### src/cfd_pkg.sv
package cfd_pkg;

   // Parse phase: one code per header or checksum byte position, one shared code for all payload bytes
   typedef enum logic [3:0] {
      PH_HUNT  = 4'd0,
      PH_COMPL = 4'd1,
      PH_CMD_H = 4'd2,
      PH_CMD_L = 4'd3,
      PH_EXT_H = 4'd4,
      PH_EXT_L = 4'd5,
      PH_LEN_H = 4'd6,
      PH_LEN_L = 4'd7,
      PH_DATA  = 4'd8,
      PH_SUM_L = 4'd9,
      PH_SUM_H = 4'd10
   } phase_type;

   // Pulse from the parser when the second checksum byte is taken
   typedef struct packed {
      logic done;
      logic good;
   } frame_end_type;

   localparam logic [7:0]  COMPL_SUM    = 8'hFF;
   localparam logic [15:0] LEN_OVERHEAD = 16'd2;
   localparam logic [15:0] MIN_PAYLOAD  = 16'd1;
   localparam logic        STATUS_OK    = 1'b0;
   localparam logic        STATUS_BAD   = 1'b1;
   localparam int unsigned INDEX_W      = 6;

endpackage

### src/checksummed_frame_deframer.sv
// Byte-stream frame parser with a 16-bit additive checksum. Each req beat
// carries one received byte: transaction byte, its complement, command,
// extra word and length (all high byte first), then max(length-2,1) payload
// bytes held in an on-chip payload memory of BUFFER_DEPTH bytes, then the
// checksum low byte first. A good frame produces one rsp beat per payload
// byte with the header fields attached; a bad checksum produces one beat
// with status set and last set. A bad complement or a payload longer than
// the buffer silently drops the frame and hunting resumes. Rate: one byte
// per cycle while parsing. After the last checksum byte, req_stall stays
// high while the payload drains through the single memory read port at one
// beat per cycle while rsp_stall is low; for an error frame it stays high
// until the error beat has moved on to the result register. Either hold
// lasts longer while rsp_stall is asserted. No clearing pass runs after
// reset.
module checksummed_frame_deframer #(
   parameter int unsigned BUFFER_DEPTH = 64
) (
   input  logic        clock,
   input  logic        reset,
   input  logic        req_valid,
   output logic        req_stall,
   input  logic [7:0]  req_rx_byte,
   output logic        rsp_valid,
   input  logic        rsp_stall,
   output logic        rsp_status,
   output logic [7:0]  rsp_transaction,
   output logic [15:0] rsp_command_word,
   output logic [15:0] rsp_extra_word,
   output logic [7:0]  rsp_payload_byte,
   output logic [5:0]  rsp_byte_index,
   output logic        rsp_last
);
   import cfd_pkg::*;

   localparam int unsigned ADDR_W  = (BUFFER_DEPTH > 1) ? $clog2(BUFFER_DEPTH) : 1;
   localparam int unsigned COUNT_W = $clog2(BUFFER_DEPTH + 1);

   logic               byte_take;
   logic               drain_busy;
   logic               wr_en;
   logic [ADDR_W-1:0]  wr_addr;
   logic [7:0]         wr_data;
   logic               rd_en;
   logic [ADDR_W-1:0]  rd_addr;
   logic [7:0]         rd_data;
   logic [7:0]         hdr_trans;
   logic [15:0]        hdr_cmd;
   logic [15:0]        hdr_extra;
   logic [COUNT_W-1:0] payload_count;
   frame_end_type      frame_end;

   // input holds off while the payload memory is being read out; this also
   // keeps the header registers steady for every beat of the drain
   assign req_stall = drain_busy;
   assign byte_take = req_valid && !drain_busy;

   cfd_parser #(
      .BUFFER_DEPTH (BUFFER_DEPTH),
      .ADDR_W       (ADDR_W),
      .COUNT_W      (COUNT_W)
   ) u_parser (
      .clock         (clock),
      .reset         (reset),
      .byte_take     (byte_take),
      .rx_byte       (req_rx_byte),
      .wr_en         (wr_en),
      .wr_addr       (wr_addr),
      .wr_data       (wr_data),
      .transaction   (hdr_trans),
      .command_word  (hdr_cmd),
      .extra_word    (hdr_extra),
      .payload_count (payload_count),
      .frame_end     (frame_end)
   );

   cfd_payload_mem #(
      .DEPTH  (BUFFER_DEPTH),
      .ADDR_W (ADDR_W)
   ) u_mem (
      .clock   (clock),
      .wr_en   (wr_en),
      .wr_addr (wr_addr),
      .wr_data (wr_data),
      .rd_en   (rd_en),
      .rd_addr (rd_addr),
      .rd_data (rd_data)
   );

   cfd_drain #(
      .ADDR_W  (ADDR_W),
      .COUNT_W (COUNT_W)
   ) u_drain (
      .clock            (clock),
      .reset            (reset),
      .frame_end        (frame_end),
      .payload_count    (payload_count),
      .transaction      (hdr_trans),
      .command_word     (hdr_cmd),
      .extra_word       (hdr_extra),
      .rd_en            (rd_en),
      .rd_addr          (rd_addr),
      .rd_data          (rd_data),
      .busy             (drain_busy),
      .rsp_valid        (rsp_valid),
      .rsp_stall        (rsp_stall),
      .rsp_status       (rsp_status),
      .rsp_transaction  (rsp_transaction),
      .rsp_command_word (rsp_command_word),
      .rsp_extra_word   (rsp_extra_word),
      .rsp_payload_byte (rsp_payload_byte),
      .rsp_byte_index   (rsp_byte_index),
      .rsp_last         (rsp_last)
   );

   // memory is never written and read in the same cycle
   a_no_rw_overlap: assert property (@(posedge clock) disable iff (reset)
      !(wr_en && rd_en))
      else $error("payload memory write during drain");

   // a finished frame always leaves work for the drain
   a_end_starts_drain: assert property (@(posedge clock) disable iff (reset)
      frame_end.done |=> req_stall)
      else $error("frame end did not start a drain");

   // an error beat is a lone, zeroed, final beat
   a_err_beat_shape: assert property (@(posedge clock) disable iff (reset)
      (rsp_valid && rsp_status == STATUS_BAD) |->
         (rsp_last && rsp_payload_byte == 8'd0 && rsp_byte_index == 6'd0))
      else $error("malformed error beat");
endmodule

### src/cfd_payload_mem.sv
module cfd_payload_mem #(
   parameter int unsigned DEPTH  = 64,
   parameter int unsigned ADDR_W = 6
) (
   input  logic              clock,
   input  logic              wr_en,
   input  logic [ADDR_W-1:0] wr_addr,
   input  logic [7:0]        wr_data,
   input  logic              rd_en,
   input  logic [ADDR_W-1:0] rd_addr,
   output logic [7:0]        rd_data
);
   logic [7:0] mem_ff [DEPTH];
   logic [7:0] rd_data_ff;

   always_ff @(posedge clock) begin
      if (wr_en) begin
         mem_ff[wr_addr] <= wr_data;
      end
   end

   // registered read, holds while rd_en is low
   always_ff @(posedge clock) begin
      if (rd_en) begin
         rd_data_ff <= mem_ff[rd_addr];
      end
   end

   assign rd_data = rd_data_ff;
endmodule

### src/cfd_parser.sv
module cfd_parser #(
   parameter int unsigned BUFFER_DEPTH = 64,
   parameter int unsigned ADDR_W       = 6,
   parameter int unsigned COUNT_W      = 7
) (
   input  logic                  clock,
   input  logic                  reset,
   input  logic                  byte_take,
   input  logic [7:0]            rx_byte,
   output logic                  wr_en,
   output logic [ADDR_W-1:0]     wr_addr,
   output logic [7:0]            wr_data,
   output logic [7:0]            transaction,
   output logic [15:0]           command_word,
   output logic [15:0]           extra_word,
   output logic [COUNT_W-1:0]    payload_count,
   output cfd_pkg::frame_end_type frame_end
);
   import cfd_pkg::*;

   phase_type          phase_ff, phase_in;
   logic [15:0]        sum_ff;
   logic [7:0]         trans_ff;
   logic [15:0]        cmd_ff;
   logic [15:0]        extra_ff;
   logic [15:0]        len_ff;
   logic [7:0]         sum_lo_ff;
   logic [COUNT_W-1:0] count_ff;

   logic [COUNT_W-1:0] count_inc;
   logic               room;
   logic [15:0]        need;
   logic               data_full;
   logic               compl_ok;
   logic [15:0]        sum_add;

   assign count_inc = count_ff + COUNT_W'(1);
   assign room      = count_ff < COUNT_W'(BUFFER_DEPTH);
   assign need      = (len_ff > LEN_OVERHEAD) ? (len_ff - LEN_OVERHEAD) : MIN_PAYLOAD;
   assign data_full = 16'(count_inc) >= need;
   assign compl_ok  = ({1'b0, trans_ff} + {1'b0, rx_byte}) == {1'b0, COMPL_SUM};
   assign sum_add   = sum_ff + 16'(rx_byte);

   // next phase
   always_comb begin
      phase_in = phase_ff;
      if (byte_take) begin
         unique case (phase_ff)
            PH_COMPL: phase_in = compl_ok ? PH_CMD_H : PH_HUNT;
            PH_CMD_H: phase_in = PH_CMD_L;
            PH_CMD_L: phase_in = PH_EXT_H;
            PH_EXT_H: phase_in = PH_EXT_L;
            PH_EXT_L: phase_in = PH_LEN_H;
            PH_LEN_H: phase_in = PH_LEN_L;
            PH_LEN_L: phase_in = PH_DATA;
            PH_DATA: begin
               if (!room) begin
                  phase_in = PH_HUNT;
               end else if (data_full) begin
                  phase_in = PH_SUM_L;
               end else begin
                  phase_in = PH_DATA;
               end
            end
            PH_SUM_L: phase_in = PH_SUM_H;
            PH_SUM_H: phase_in = PH_HUNT;
            default:  phase_in = PH_COMPL;
         endcase
      end
   end

   // outputs
   always_comb begin
      wr_en          = byte_take && (phase_ff == PH_DATA) && room;
      wr_addr        = count_ff[ADDR_W-1:0];
      wr_data        = rx_byte;
      frame_end.done = byte_take && (phase_ff == PH_SUM_H);
      frame_end.good = {rx_byte, sum_lo_ff} == sum_ff;
   end

   always_ff @(posedge clock) begin
      if (reset) begin
         phase_ff <= PH_HUNT;
      end else begin
         phase_ff <= phase_in;
      end
   end

   always_ff @(posedge clock) begin
      if (reset) begin
         sum_ff    <= '0;
         trans_ff  <= '0;
         cmd_ff    <= '0;
         extra_ff  <= '0;
         len_ff    <= '0;
         sum_lo_ff <= '0;
         count_ff  <= '0;
      end else if (byte_take) begin
         unique case (phase_ff)
            PH_COMPL: sum_ff <= sum_add;
            PH_CMD_H: begin
               sum_ff        <= sum_add;
               cmd_ff[15:8]  <= rx_byte;
            end
            PH_CMD_L: begin
               sum_ff        <= sum_add;
               cmd_ff[7:0]   <= rx_byte;
            end
            PH_EXT_H: begin
               sum_ff         <= sum_add;
               extra_ff[15:8] <= rx_byte;
            end
            PH_EXT_L: begin
               sum_ff         <= sum_add;
               extra_ff[7:0]  <= rx_byte;
            end
            PH_LEN_H: begin
               sum_ff        <= sum_add;
               len_ff[15:8]  <= rx_byte;
            end
            PH_LEN_L: begin
               sum_ff        <= sum_add;
               len_ff[7:0]   <= rx_byte;
            end
            PH_DATA: begin
               sum_ff <= sum_add;
               if (room) begin
                  count_ff <= count_inc;
               end
            end
            PH_SUM_L: sum_lo_ff <= rx_byte;
            PH_SUM_H: ;
            default: begin
               // hunting: frame start
               trans_ff <= rx_byte;
               sum_ff   <= 16'(rx_byte);
               count_ff <= '0;
            end
         endcase
      end
   end

   assign transaction   = trans_ff;
   assign command_word  = cmd_ff;
   assign extra_word    = extra_ff;
   assign payload_count = count_ff;
endmodule

### src/cfd_drain.sv
module cfd_drain #(
   parameter int unsigned ADDR_W  = 6,
   parameter int unsigned COUNT_W = 7
) (
   input  logic                   clock,
   input  logic                   reset,
   input  cfd_pkg::frame_end_type frame_end,
   input  logic [COUNT_W-1:0]     payload_count,
   input  logic [7:0]             transaction,
   input  logic [15:0]            command_word,
   input  logic [15:0]            extra_word,
   output logic                   rd_en,
   output logic [ADDR_W-1:0]      rd_addr,
   input  logic [7:0]             rd_data,
   output logic                   busy,
   output logic                   rsp_valid,
   input  logic                   rsp_stall,
   output logic                   rsp_status,
   output logic [7:0]             rsp_transaction,
   output logic [15:0]            rsp_command_word,
   output logic [15:0]            rsp_extra_word,
   output logic [7:0]             rsp_payload_byte,
   output logic [5:0]             rsp_byte_index,
   output logic                   rsp_last
);
   import cfd_pkg::*;

   logic [COUNT_W-1:0] remain_ff;
   logic [COUNT_W-1:0] rd_idx_ff;
   // read stage: memory data lands here
   logic               s1_valid_ff;
   logic               s1_err_ff;
   logic [INDEX_W-1:0] s1_idx_ff;
   logic               s1_last_ff;
   // result register
   logic               out_valid_ff;
   logic               out_status_ff;
   logic [7:0]         out_trans_ff;
   logic [15:0]        out_cmd_ff;
   logic [15:0]        out_extra_ff;
   logic [7:0]         out_payload_ff;
   logic [INDEX_W-1:0] out_idx_ff;
   logic               out_last_ff;

   logic out_free;
   logic s1_adv;
   logic issue;

   assign out_free = !out_valid_ff || !rsp_stall;
   assign s1_adv   = s1_valid_ff && out_free;
   assign issue    = (remain_ff != '0) && (!s1_valid_ff || out_free);
   assign rd_en    = issue;
   assign rd_addr  = rd_idx_ff[ADDR_W-1:0];
   assign busy     = (remain_ff != '0) || s1_valid_ff;

   always_ff @(posedge clock) begin
      if (reset) begin
         remain_ff   <= '0;
         rd_idx_ff   <= '0;
         s1_valid_ff <= 1'b0;
         s1_err_ff   <= 1'b0;
         s1_idx_ff   <= '0;
         s1_last_ff  <= 1'b0;
      end else begin
         priority if (frame_end.done && frame_end.good) begin
            remain_ff <= payload_count;
            rd_idx_ff <= '0;
         end else if (frame_end.done) begin
            s1_valid_ff <= 1'b1;
            s1_err_ff   <= 1'b1;
            s1_idx_ff   <= '0;
            s1_last_ff  <= 1'b1;
         end else if (issue) begin
            remain_ff   <= remain_ff - COUNT_W'(1);
            rd_idx_ff   <= rd_idx_ff + COUNT_W'(1);
            s1_valid_ff <= 1'b1;
            s1_err_ff   <= 1'b0;
            s1_idx_ff   <= INDEX_W'(rd_idx_ff);
            s1_last_ff  <= remain_ff == COUNT_W'(1);
         end else if (s1_adv) begin
            s1_valid_ff <= 1'b0;
         end else begin
            s1_valid_ff <= s1_valid_ff;
         end
      end
   end

   always_ff @(posedge clock) begin
      if (reset) begin
         out_valid_ff <= 1'b0;
      end else if (s1_adv) begin
         out_valid_ff <= 1'b1;
      end else if (!rsp_stall) begin
         out_valid_ff <= 1'b0;
      end
   end

   always_ff @(posedge clock) begin
      if (s1_adv) begin
         out_status_ff  <= s1_err_ff ? STATUS_BAD : STATUS_OK;
         out_trans_ff   <= transaction;
         out_cmd_ff     <= command_word;
         out_extra_ff   <= extra_word;
         out_payload_ff <= s1_err_ff ? 8'd0 : rd_data;
         out_idx_ff     <= s1_idx_ff;
         out_last_ff    <= s1_last_ff;
      end
   end

   assign rsp_valid        = out_valid_ff;
   assign rsp_status       = out_status_ff;
   assign rsp_transaction  = out_trans_ff;
   assign rsp_command_word = out_cmd_ff;
   assign rsp_extra_word   = out_extra_ff;
   assign rsp_payload_byte = out_payload_ff;
   assign rsp_byte_index   = out_idx_ff;
   assign rsp_last         = out_last_ff;
endmodule

### config.mk
export PLATFORM = sky130hd
export DESIGN_NAME = checksummed_frame_deframer
export DESIGN_NICKNAME = d
export VERILOG_FILES = /design/src/cfd_pkg.sv /design/src/checksummed_frame_deframer.sv /design/src/cfd_payload_mem.sv /design/src/cfd_parser.sv /design/src/cfd_drain.sv
export SDC_FILE = /design/constraint.sdc
export NUM_CORES = 1
export LEC_CHECK = 0
export ABC_AREA = 1
export BUFFER_PORTS_ARGS = -buffer_cell sky130_fd_sc_hd__buf_2
export CORE_UTILIZATION = 55
export CTS_BUF_LIST = sky130_fd_sc_hd__clkbuf_8
export DETAILED_ROUTE_END_ITERATION = 10
export PLACE_DENSITY = 0.75
export SETUP_SLACK_MARGIN = 0.2
export SLEW_MARGIN = 10
export SYNTH_ARGS = -nofsm -noshare
export SYNTH_HDL_FRONTEND = slang
export SYNTH_SLANG_ARGS = --single-unit
### constraint.sdc
create_clock -name clock -period 3.5 [get_ports clock]
set_input_delay 0.35 -clock clock [delete_from_list [all_inputs] [get_ports clock]]
set_output_delay 0.35 -clock clock [all_outputs]
set_load 0.02 [all_outputs]
-- After elaboration in Yosys (flattened, before gate mapping)
Memory sizes are Yosys's and may differ from the RTL's. A register that Yosys moved wholly into a read port is not among the register bits.
Cells that the tools add are included.
- output and inout port bits: 58
- register bits: 171
- memories: 1
- logic and storage cells: 118
- RAM bits: 512
- add/sub/neg operators: 6
- mux-type cells: 25
- bitwise logic cells: 5
- reductions and logical operators: 37
- order comparisons: 3
- eq/ne operators: 16
- memory list (name ; words ; bits a word ; rd ports ; clocked after Yosys merged registers in ; write ports ; RTL line ; RTL):
    u_mem.mem_ff ; 64 ; 8 ; 1 ; 1 ; 1 ; cfd_payload_mem.sv:13 ; logic [7:0] mem_ff [DEPTH];
- operators by type and width (operator ; count):
    4-bit one-hot mux with 10 select lines ; 1
    16-bit one-hot mux with 2 select lines ; 1
    7-bit 2-to-1 mux ; 4
    2-bit AND reduction ; 13
    16-bit by 8-bit adder with 16-bit output ; 1
    16-bit equality test ; 1
    4-bit by 3-bit equality test with 1-bit output (second input constant) ; 4
    7-bit by 16-bit greater-or-equal comparator with 1-bit output ; 1
    16-bit by 2-bit greater-than comparator with 1-bit output (second input constant) ; 1
    16-bit 2-to-1 mux ; 1
    16-bit by 2-bit subtractor with 16-bit output (second input constant) ; 1
    7-bit by 1-bit adder with 7-bit output (second input constant) ; 2
    7-bit one-hot mux with 2 select lines ; 1
    1-bit 2-to-1 mux ; 13
    4-bit equality test (second input constant) ; 3
    6-bit 2-to-1 mux ; 2
    10-bit OR reduction ; 1
    8-bit by 8-bit adder with 9-bit output ; 1
    9-bit by 8-bit equality test with 1-bit output (second input constant) ; 1
    9-bit OR reduction ; 1
    4-bit by 2-bit equality test with 1-bit output (second input constant) ; 2
    8-bit OR reduction ; 1
    7-bit by 1-bit equality test with 1-bit output (second input constant) ; 1
    1-bit logical AND ; 7
    15 further kinds ; 27

-- Depth between registers and ports, before layout
Gate-level depths: netlist of the first run.
- depth after elaboration: 8
- depth in mapped cells: 19

-- Hierarchy
From an unflattened synthesis of the first run, not the netlist that was laid out.
- cell total of the unflattened synthesis: 2781
- area, all modules: 29444.5 µm²
- by module, submodules not included (module ; area each (µm²) ; cells each ; sequential area each (µm²) ; instances):
    cfd_payload_mem ; 21419.3 ; 1805 ; 15615.0 ; 1
    cfd_parser ; 5069.9 ; 721 ; 1821.7 ; 1
    cfd_drain ; 2945.3 ; 253 ; 2142.1 ; 1
    checksummed_frame_deframer ; 10.0 ; 2 ; 0.0 ; 1

-- Least setup slack after synthesis of the first run
Ideal clock, no wire load.
- path type: register to register
- start point: register u_drain.s1_valid_ff
- end point: register u_drain.out_idx_ff[0] (netlist: u_drain.rsp_byte_index[0]), enable pin
- stages on the path, launching flop included: 3
- setup time: 0.471 ns
- path slack: 0.151 ns
- arrival: 2.878 ns
- period minus slack after synthesis: 3.349 ns
- cells stage by stage: dfxtp_1 -> inv_1 -> nor2_1
- longest elaborated chain between the ends: 1
- RTL lines (item ; RTL line ; RTL):
    start, declared ; cfd_drain.sv:31 ; logic s1_valid_ff;
    start signal, assigned ; cfd_drain.sv:83 ; s1_valid_ff <= s1_valid_ff;
    1-bit logical AND ; cfd_drain.sv:50 ; assign s1_adv = s1_valid_ff && out_free;
    named net u_drain.s1_adv ; cfd_drain.sv:46 ; logic s1_adv;
    end signal, assigned ; cfd_drain.sv:105 ; out_idx_ff <= s1_idx_ff;
    end, declared ; cfd_drain.sv:42 ; logic [INDEX_W-1:0] out_idx_ff;
The timed path passes the listed nets, and every way through them passes these cells.
A chain may end at the register's enable or synchronous reset.

-- Worst setup path after layout of the first run
- start point: register u_drain.remain_ff[0]
- end point: memory u_mem.mem_ff[49][0], enable pin
- longest elaborated chain between the ends: 8
- RTL lines (item ; RTL line ; RTL):
    start, declared ; cfd_drain.sv:28 ; logic [COUNT_W-1:0] remain_ff;
    start signal, assigned ; cfd_drain.sv:66 ; remain_ff <= payload_count;
    start signal, assigned ; cfd_drain.sv:74 ; remain_ff <= remain_ff - COUNT_W'(1);
    7-bit nonzero test ; cfd_drain.sv:54 ; assign busy = (remain_ff != '0) || s1_valid_ff;
    1-bit logical OR ; cfd_drain.sv:54 ;
    1-bit logical NOT ; checksummed_frame_deframer.sv:55 ; assign byte_take = req_valid && !drain_busy;
    1-bit logical AND ; checksummed_frame_deframer.sv:55 ;
    1-bit logical AND (2 in series) ; cfd_parser.sv:74 ; wr_en = byte_take && (phase_ff == PH_DATA) && room;
    1-bit 2-to-1 mux ; cfd_payload_mem.sv:17 ; if (wr_en) begin
    1-bit 2-to-1 mux (implied by the code) ; cfd_payload_mem.sv:18 ; mem_ff[wr_addr] <= wr_data;
    end, declared ; cfd_payload_mem.sv:13 ;
No other way between the ends.

==> results.json, run 1 <==
{
  "arrival_ns": 3.32,
  "clkTransAtPathRegs_ns": 0.07,
  "synthCells": 2548,
  "fp.dieW_um": 229,
  "grt_max_degree": 183,
  "switching_power_mw": 7.30,
  "crit_chain": "inv_1, ha_1, nand2_2, inv_2, nand2_2, nor2_4, nand2_4, nor3_4, nand3_2, nor2_1",
  "hp-start": "req_rx_byte[5]",
  "swShare_pct": 33.7,
  "r2r_cells": 10,
  "crit_top_cell": "nand2_2",
  "peakVddDrop_v": 0.000766,
  "finalPower_mw": 21.7,
  "reg2reg_slack_ns": 0.48,
  "slew_violations": 0,
  "die_area_mm2": 0.0527,
  "syn_nets": 2590,
  "io_buffers": 69,
  "syn_area_per_cell_um2": 11.2,
  "outcome": "finished clean",
  "post-route-util_pct": 62.3,
  "gr-total-overflow": 0,
  "cts_resized": 0,
  "firstDrtPassIters": 5,
  "p_comb_share_pct": 25.4,
  "rr_startpoint": "u_drain.remain_ff[0]",
  "drc_errors": 0,
  "skew_ns": 0.0358,
  "timing.final.crit_share_pct": 86.2,
  "tightest_slew_ns": 1.19,
  "fin_setup_tns_ns": 0,
  "ys_ff_latch": 690,
  "ys_async_sr_fraction_pct": 0,
  "worstSetupEndpointType": "flip-flop",
  "p_per_area_mw_per_mm2": 689,
  "hpwl_um": 44300,
  "cp_slowest_cell": "nor2_1",
  "antenna_found_initial": 3,
  "track_usage_pct": 27.9,
  "max_freq_mhz": 332,
  "hp-class": "in2reg",
  "fin_cells": 3386,
  "crit_required_ns": 3.81,
  "gp_congestion": 0.938,
  "cts_root_buf": "clkbuf_8",
  "routedWlPerCell_um": 21.6,
  "clock-sinks": 690,
  "p_int_mw": 14.4,
  "vias": 20300,
  "clk_latency_ns": 0.70,
  "hold_violations": 0,
  "dp.cells": 3190,
  "drive_above_1_share_pct": 11.0,
  "syn-cell-area_mm2": 0.0285,
  "fin_nets": 2668,
  "crit_buf_inv": 2,
  "slew-limit-headroom_pct": 20.7,
  "rsz0062_at_grt": "no",
  "pin_count": 70,
  "crit_path_max_incr_delay_ns": 0.73,
  "ant_nets": 0,
  "synth_cell_types": 44,
  "vias_per_cell": 5.99,
  "crit_family": "simple AND/OR/NAND/NOR gates",
  "die_height_um": 229,
  "start_util_pct": 56.3,
  "synth_edf_count": 576,
  "wirelength_um": 73100,
  "ys.flop_type": "edfxtp_1",
  "crit_type": "reg2reg",
  "power.clock.fraction_pct": 30.4,
  "antenna-diode-count": 0,
  "r2r_end": "u_mem.mem_ff[49][0]",
  "cts-buffers-inserted": 104,
  "ys.warnings.count": 0,
  "design.core.area_mm2": 0.0506,
  "leakage_nw": 11.2,
  "grt_pass1_vias": 19500,
  "clk_path_buf_depth": 3,
  "areaGrowthSynthToFinish_pct": 10.7,
  "whs_path_depth": 3,
  "seqPwrFrac_pct": 44.3,
  "grt_pass1_wl_um": 111000,
  "post_cts_buffers": 0,
  "start_kind": "flip-flop",
  "worst-path-max-fanout": 9,
  "first_iter_violations": 2729,
  "finalSetupViolCount": 0,
  "fill_cells": 3903,
  "worstHoldEndpoint": "u_parser.sum_ff[5]",
  "period_needed_ns": 3.02,
  "postCtsHoldBufs": 2,
  "cts_max_level": 3,
  "holdWs_ns": 0.0589,
  "drv_cap": 0,
  "cts_tree": "yes",
  "ys_seq_area_share_pct": 68.8,
  "num_rows": 82
}
## layout by cell type, fill, tap and decap left out, drive strengths merged
cell type / instances
edfxtp: 576
nor2: 524
o21ai: 313
nand2: 292
inv: 148
a21oi: 130
dfxtp: 114
clkbuf: 111
nand3: 102
buf: 100
o22ai: 65
o211ai: 64
clkinv: 39
ha: 28
nand4: 21
nor3: 21
xor2: 17
xnor2: 8
or2: 7
bufinv: 7
a31oi: 4
o221ai: 3
a21o: 3
a211oi: 3
clkinvlp: 3
nor4: 2
nand3b: 2
fa: 2
dlygate4sd3: 2
a22oi: 1
nor3b: 1
o21bai: 1
## power groups by stage
stage / Sequential [mW] / Combinational (mW) / Clock (mW)
floorplan: 9.96 / 3.44 / 0
global placement: 9.76 / 5.28 / 0
detailed placement: 9.76 / 5.40 / 0
CTS: 9.60 / 5.42 / 6.65
global route: 9.63 / 5.99 / 7.01
finish: 9.60 / 5.50 / 6.59
## cell type report
type | instances | area [um^2] | share of cell area (%)
Clock buffer | 111 | 1530 | 4.85
Clock inverter | 83 | 559 | 1.78
Inverter | 114 | 433 | 1.37
Multi-Input combinational cell | 1614 | 7910 | 25.1
Sequential cell | 690 | 19600 | 62.2
Tap cell | 672 | 841 | 2.67
Timing Repair Buffer | 102 | 648 | 2.06
## synth_stat cells, types with 15 or more instances
master | count | area (um^2)
o22ai_1 | 65 | 407
a21oi_1 | 130 | 651
buf_2 | 33 | 165
ha_1 | 28 | 350
nand3_1 | 93 | 465
dfxtp_1 | 114 | 2280
nand2_1 | 282 | 1060
edfxtp_1 | 576 | 17300
inv_1 | 103 | 387
nor2_1 | 517 | 1940
clkbuf_1 | 87 | 327
nand4_1 | 20 | 125
o211ai_1 | 64 | 480
xor2_1 | 17 | 149
nor3_1 | 15 | 75.1
o21ai_0 | 307 | 1540
## cells by family after synthesis
group                      synth area share (%)
AOI/OAI and AO/OA                          11.3
xor gates and xnor gates                  0.769
adders and majority gates                  1.37
buffers and inverters                      3.44
DFF                                        68.8
and+or+nand+nor                            14.3
## layer usage
layer / global-route usage [%] / vias up / routed length [um] / share of wire (%)
met5: 0 / - / 0 / 0
met1: 37.6 / 9767 / 28900 / 40
met4: 10.9 / 0 / 2220 / 3.0
li1: - / 9208 / - / -
met2: 44.3 / 1150 / 34400 / 47
met3: 6.23 / 173 / 7630 / 10
## through the flow
| step | setup slack [ns] | area [um^2] |
|---|---|---|
| 2_1_floorplan | 1.08 | 28500 |
| 3_3_place_gp | 0.679 | 29400 |
| 3_5_place_dp | 0.561 | 29400 |
| 4_1_cts | 0.525 | 31500 |
| 5_1_grt | 0.260 | 31500 |
| 6_report | 0.485 | 31500 |
## state kept, by name, summed over array words and instances (netlist names), 16 cells and up
register                  cells
u_parser.extra_word          16
u_drain.rsp_command_word     16
u_parser.command_word        16
u_parser.len_ff              16
u_mem.mem_ff                512
u_parser.sum_ff              16
u_drain.rsp_extra_word       16
## worst max path at each step
stage | to | start | cells past startpoint | slack (ns)
after floorplan | u_drain.rsp_byte_index[0] | u_drain.s1_valid_ff | 2 | 1.08
after global placement | u_mem.mem_ff[4][6] | u_drain.remain_ff[0] | 10 | 0.68
after detailed placement | u_mem.mem_ff[40][4] | u_drain.remain_ff[0] | 10 | 0.56
after CTS | u_mem.mem_ff[49][5] | u_drain.remain_ff[0] | 10 | 0.53
after global routing | u_mem.mem_ff[49][5] | u_drain.remain_ff[0] | 10 | 0.26
final | u_mem.mem_ff[49][0] | u_drain.remain_ff[0] | 10 | 0.48
## worst reg2reg max path, stage by stage (launching register included)
cell,delay [ns]
dfxtp_1,0.33
inv_1,0.09
ha_1,0.21
nand2_2,0.09
inv_2,0.06
nand2_2,0.08
nor2_4,0.13
nand2_4,0.14
nor3_4,0.24
nand3_2,0.52
nor2_1,0.73
Power figures use the tool's default switching activity.
==> inputs of run 2 (changes only) <==
Settings changed: SYNTH_HIERARCHICAL set to 1.
==> results.json, run 2 <==
{
  "hpwl_um": 44100,
  "crit_required_ns": 3.82,
  "p_comb_share_pct": 28.3,
  "finalSetupViolCount": 0,
  "worstSetupEndpointType": "flip-flop",
  "mostFrequentLayoutCell": "nand2_1",
  "yosysTopAreaCell": "edfxtp_1",
  "synthSimpleGateAreaFrac_pct": 22.8,
  "tightest_slew_ns": 1.13,
  "areaGrowthSynthToFinish_pct": 9.48,
  "synthCells": 2781,
  "ys.warnings.count": 6,
  "hp-class": "in2reg",
  "largest_reg_flops": 512,
  "crit_top_cell": "nor2_1",
  "synthXorXnorAreaFrac_pct": 0.739,
  "start_util_pct": 55.8,
  "slew_violations": 0,
  "synth-compound-area-share_pct": 3.38,
  "gp_congestion": 0.902,
  "cts_root_buf": "clkbuf_8",
  "antenna_found_initial": 1,
  "synth.area.mux_share_pct": 0,
  "ant_nets": 0,
  "antenna-diode-count": 0,
  "pin_count": 70,
  "vias": 21100,
  "period_needed_ns": 3.16,
  "firstDrtPassIters": 8,
  "syn-cell-area_mm2": 0.0294,
  "rsz0062_at_grt": "yes",
  "hold_violations": 0,
  "drc_errors": 0,
  "clk_latency_ns": 0.71,
  "ys_ff_latch": 690,
  "fill_cells": 4204,
  "crit_path_max_incr_delay_ns": 0.50,
  "fin_nets": 2902,
  "wirelength_um": 74100,
  "power.clock.fraction_pct": 29.2,
  "slew-limit-headroom_pct": 24.9,
  "arrival_ns": 3.48,
  "max_freq_mhz": 316,
  "clk_path_buf_depth": 3,
  "num_rows": 84,
  "pre_cts_slack_ns": 0.258,
  "drv_cap": 0,
  "timing.final.crit_share_pct": 90.4,
  "clkTransAtPathRegs_ns": 0.06,
  "synth_adder_area_share_pct": 1.37,
  "synth_edf_count": 576,
  "drive_above_1_share_pct": 11.0,
  "yosysTopAreaCellShare_pct": 58.7,
  "outcome": "finished clean",
  "ys_async_sr_fraction_pct": 0,
  "cts_tree": "yes",
  "grt_pass1_vias": 20300,
  "ys.flop_type": "edfxtp_1",
  "die_height_um": 233,
  "first_iter_violations": 2493,
  "cts-buffers-inserted": 106,
  "gr-total-overflow": 0,
  "design.core.area_mm2": 0.0528,
  "grt_max_degree": 260,
  "grt_pass1_wl_um": 112000,
  "switching_power_mw": 7.99,
  "fin_setup_tns_ns": 0,
  "skew_ns": 0.0217,
  "yosys-top-cells-area": "edfxtp_1 59%, nand2_1 11%, nand3_1 8.5%, dfxtp_1 7.8%, nor2_1 2.3%",
  "routedWlPerCell_um": 20.4,
  "swShare_pct": 35.3,
  "worst-path-max-fanout": 9,
  "start_kind": "flip-flop",
  "p_per_area_mw_per_mm2": 701,
  "crit_type": "reg2reg",
  "p_int_mw": 14.6,
  "cts_max_level": 3,
  "largest-register": "u_mem/mem_ff",
  "synth_common_cells": "826 x nand2_1, 576 x edfxtp_1, 502 x nand3_1",
  "crit_chain": "nor2_1, nand2_1, nor2_1, nand2_1, nor2_2, clkinv_1, nor2_2, nand4_1, buf_4, nor2_1",
  "io_buffers": 69,
  "syn_area_per_cell_um2": 10.6,
  "syn_nets": 2824,
  "clock-sinks": 690,
  "synth.most_common_cell": "nand2_1",
  "leakage_nw": 12.2,
  "peakVddDrop_v": 0.000686,
  "seqPwrFrac_pct": 42.5,
  "most-common-layout-cells": "826 x nand2_1, 576 x edfxtp_1, 502 x nand3_1",
  "synth_top_family_by_area": "simple AND/OR/NAND/NOR gates",
  "ys_seq_area_share_pct": 66.5,
  "worst_slack_ns": 0.337,
  "synth_cell_types": 50,
  "die_area_mm2": 0.0545,
  "fp.dieW_um": 233,
  "cp_slowest_cell": "nor2_1",
  "vias_per_cell": 5.81,
  "track_usage_pct": 27.2
}
## run 2: changes by cell type in the layout (fill, tap and decap cells not counted), moves of 34 or more
cell      delta
nor2_1     -341
a21oi_1     -34
nand3_1    +409
o21ai_0    -241
o211ai_1    -62
o22ai_1     -64
nand2_1    +544
## run 2: layout make-up
class	count	area, um^2	share of cell area (%)
Clock buffer	120	1650	5.12
Clock inverter	76	465	1.44
Inverter	125	478	1.48
Multi-Input combinational cell	1808	8350	25.9
Sequential cell	690	19600	60.8
Tap cell	688	861	2.67
Timing Repair Buffer	128	846	2.62
## run 2: worst paths after layout
path / startpoint / endpoint / slack [ns] / depth (start not counted)
worst max-delay path: u_drain/remain_ff[2] / u_mem/mem_ff[15][3] / 0.34 / 10
worst min register to register: u_parser/extra_word[14] / u_drain/rsp_extra_word[14] / 0.43 / 0
worst max register to register: u_drain/remain_ff[2] / u_mem/mem_ff[15][3] / 0.34 / 10
worst min-delay path: req_rx_byte[7] / u_parser/transaction[7] / 0.06 / 3
## run 2: kinds of logic after synthesis
group	after synthesis
xor+xnor	24
buf+inv	283
fa+ha+maj	31
compound gates	187
flops	690
simple gates	1566
## run 2: critical path: cells and delay by family (launching register included)
kind	cells	cell delay, ns
buffers and inverters	2	0.39
DFF	1	0.35
and+or+nand+nor	8	2.03
## run 2: power by group through the flow
stage	logic, mW	registers, mW	clock network (mW)
4_1_cts	6.21	9.59	6.72
5_1_grt	6.90	9.63	7.07
6_report	6.39	9.60	6.61
3_5_place_dp	6.17	9.75	0
3_3_place_gp	6.04	9.76	0
2_1_floorplan	4.59	9.87	0
## run 2: timing repair
item	CTS	global route
endpoints found under the setup margin	0	512
setup buffers	0	1
hold buffers	3	0
endpoints found under the hold margin	3	0
gates resized for setup	0	5
## run 2: metrics by stage
step                util (%)  hold WS [ns]  cell area, um^2  power [mW]  instances
finish                  61.1        0.0615            32200        22.6       3635
detailed placement      57.0         0.413            30100        15.9       3435
CTS                     61.1       0.00897            32200        22.5       3634
global placement        57.0         0.411            30100        15.8       3435
global route            61.1        0.0600            32200        23.6       3635
floorplan                  -         0.403            29400        14.5       2781
## run 2: layer usage
layer	up-vias	GRT usage, %	routed length (um)
met5	-	0	0
met4	0	12.3	2710
met3	195	5.25	7730
met2	1174	42.6	34100
met1	10000	37.1	29500
li1	9736	-	-
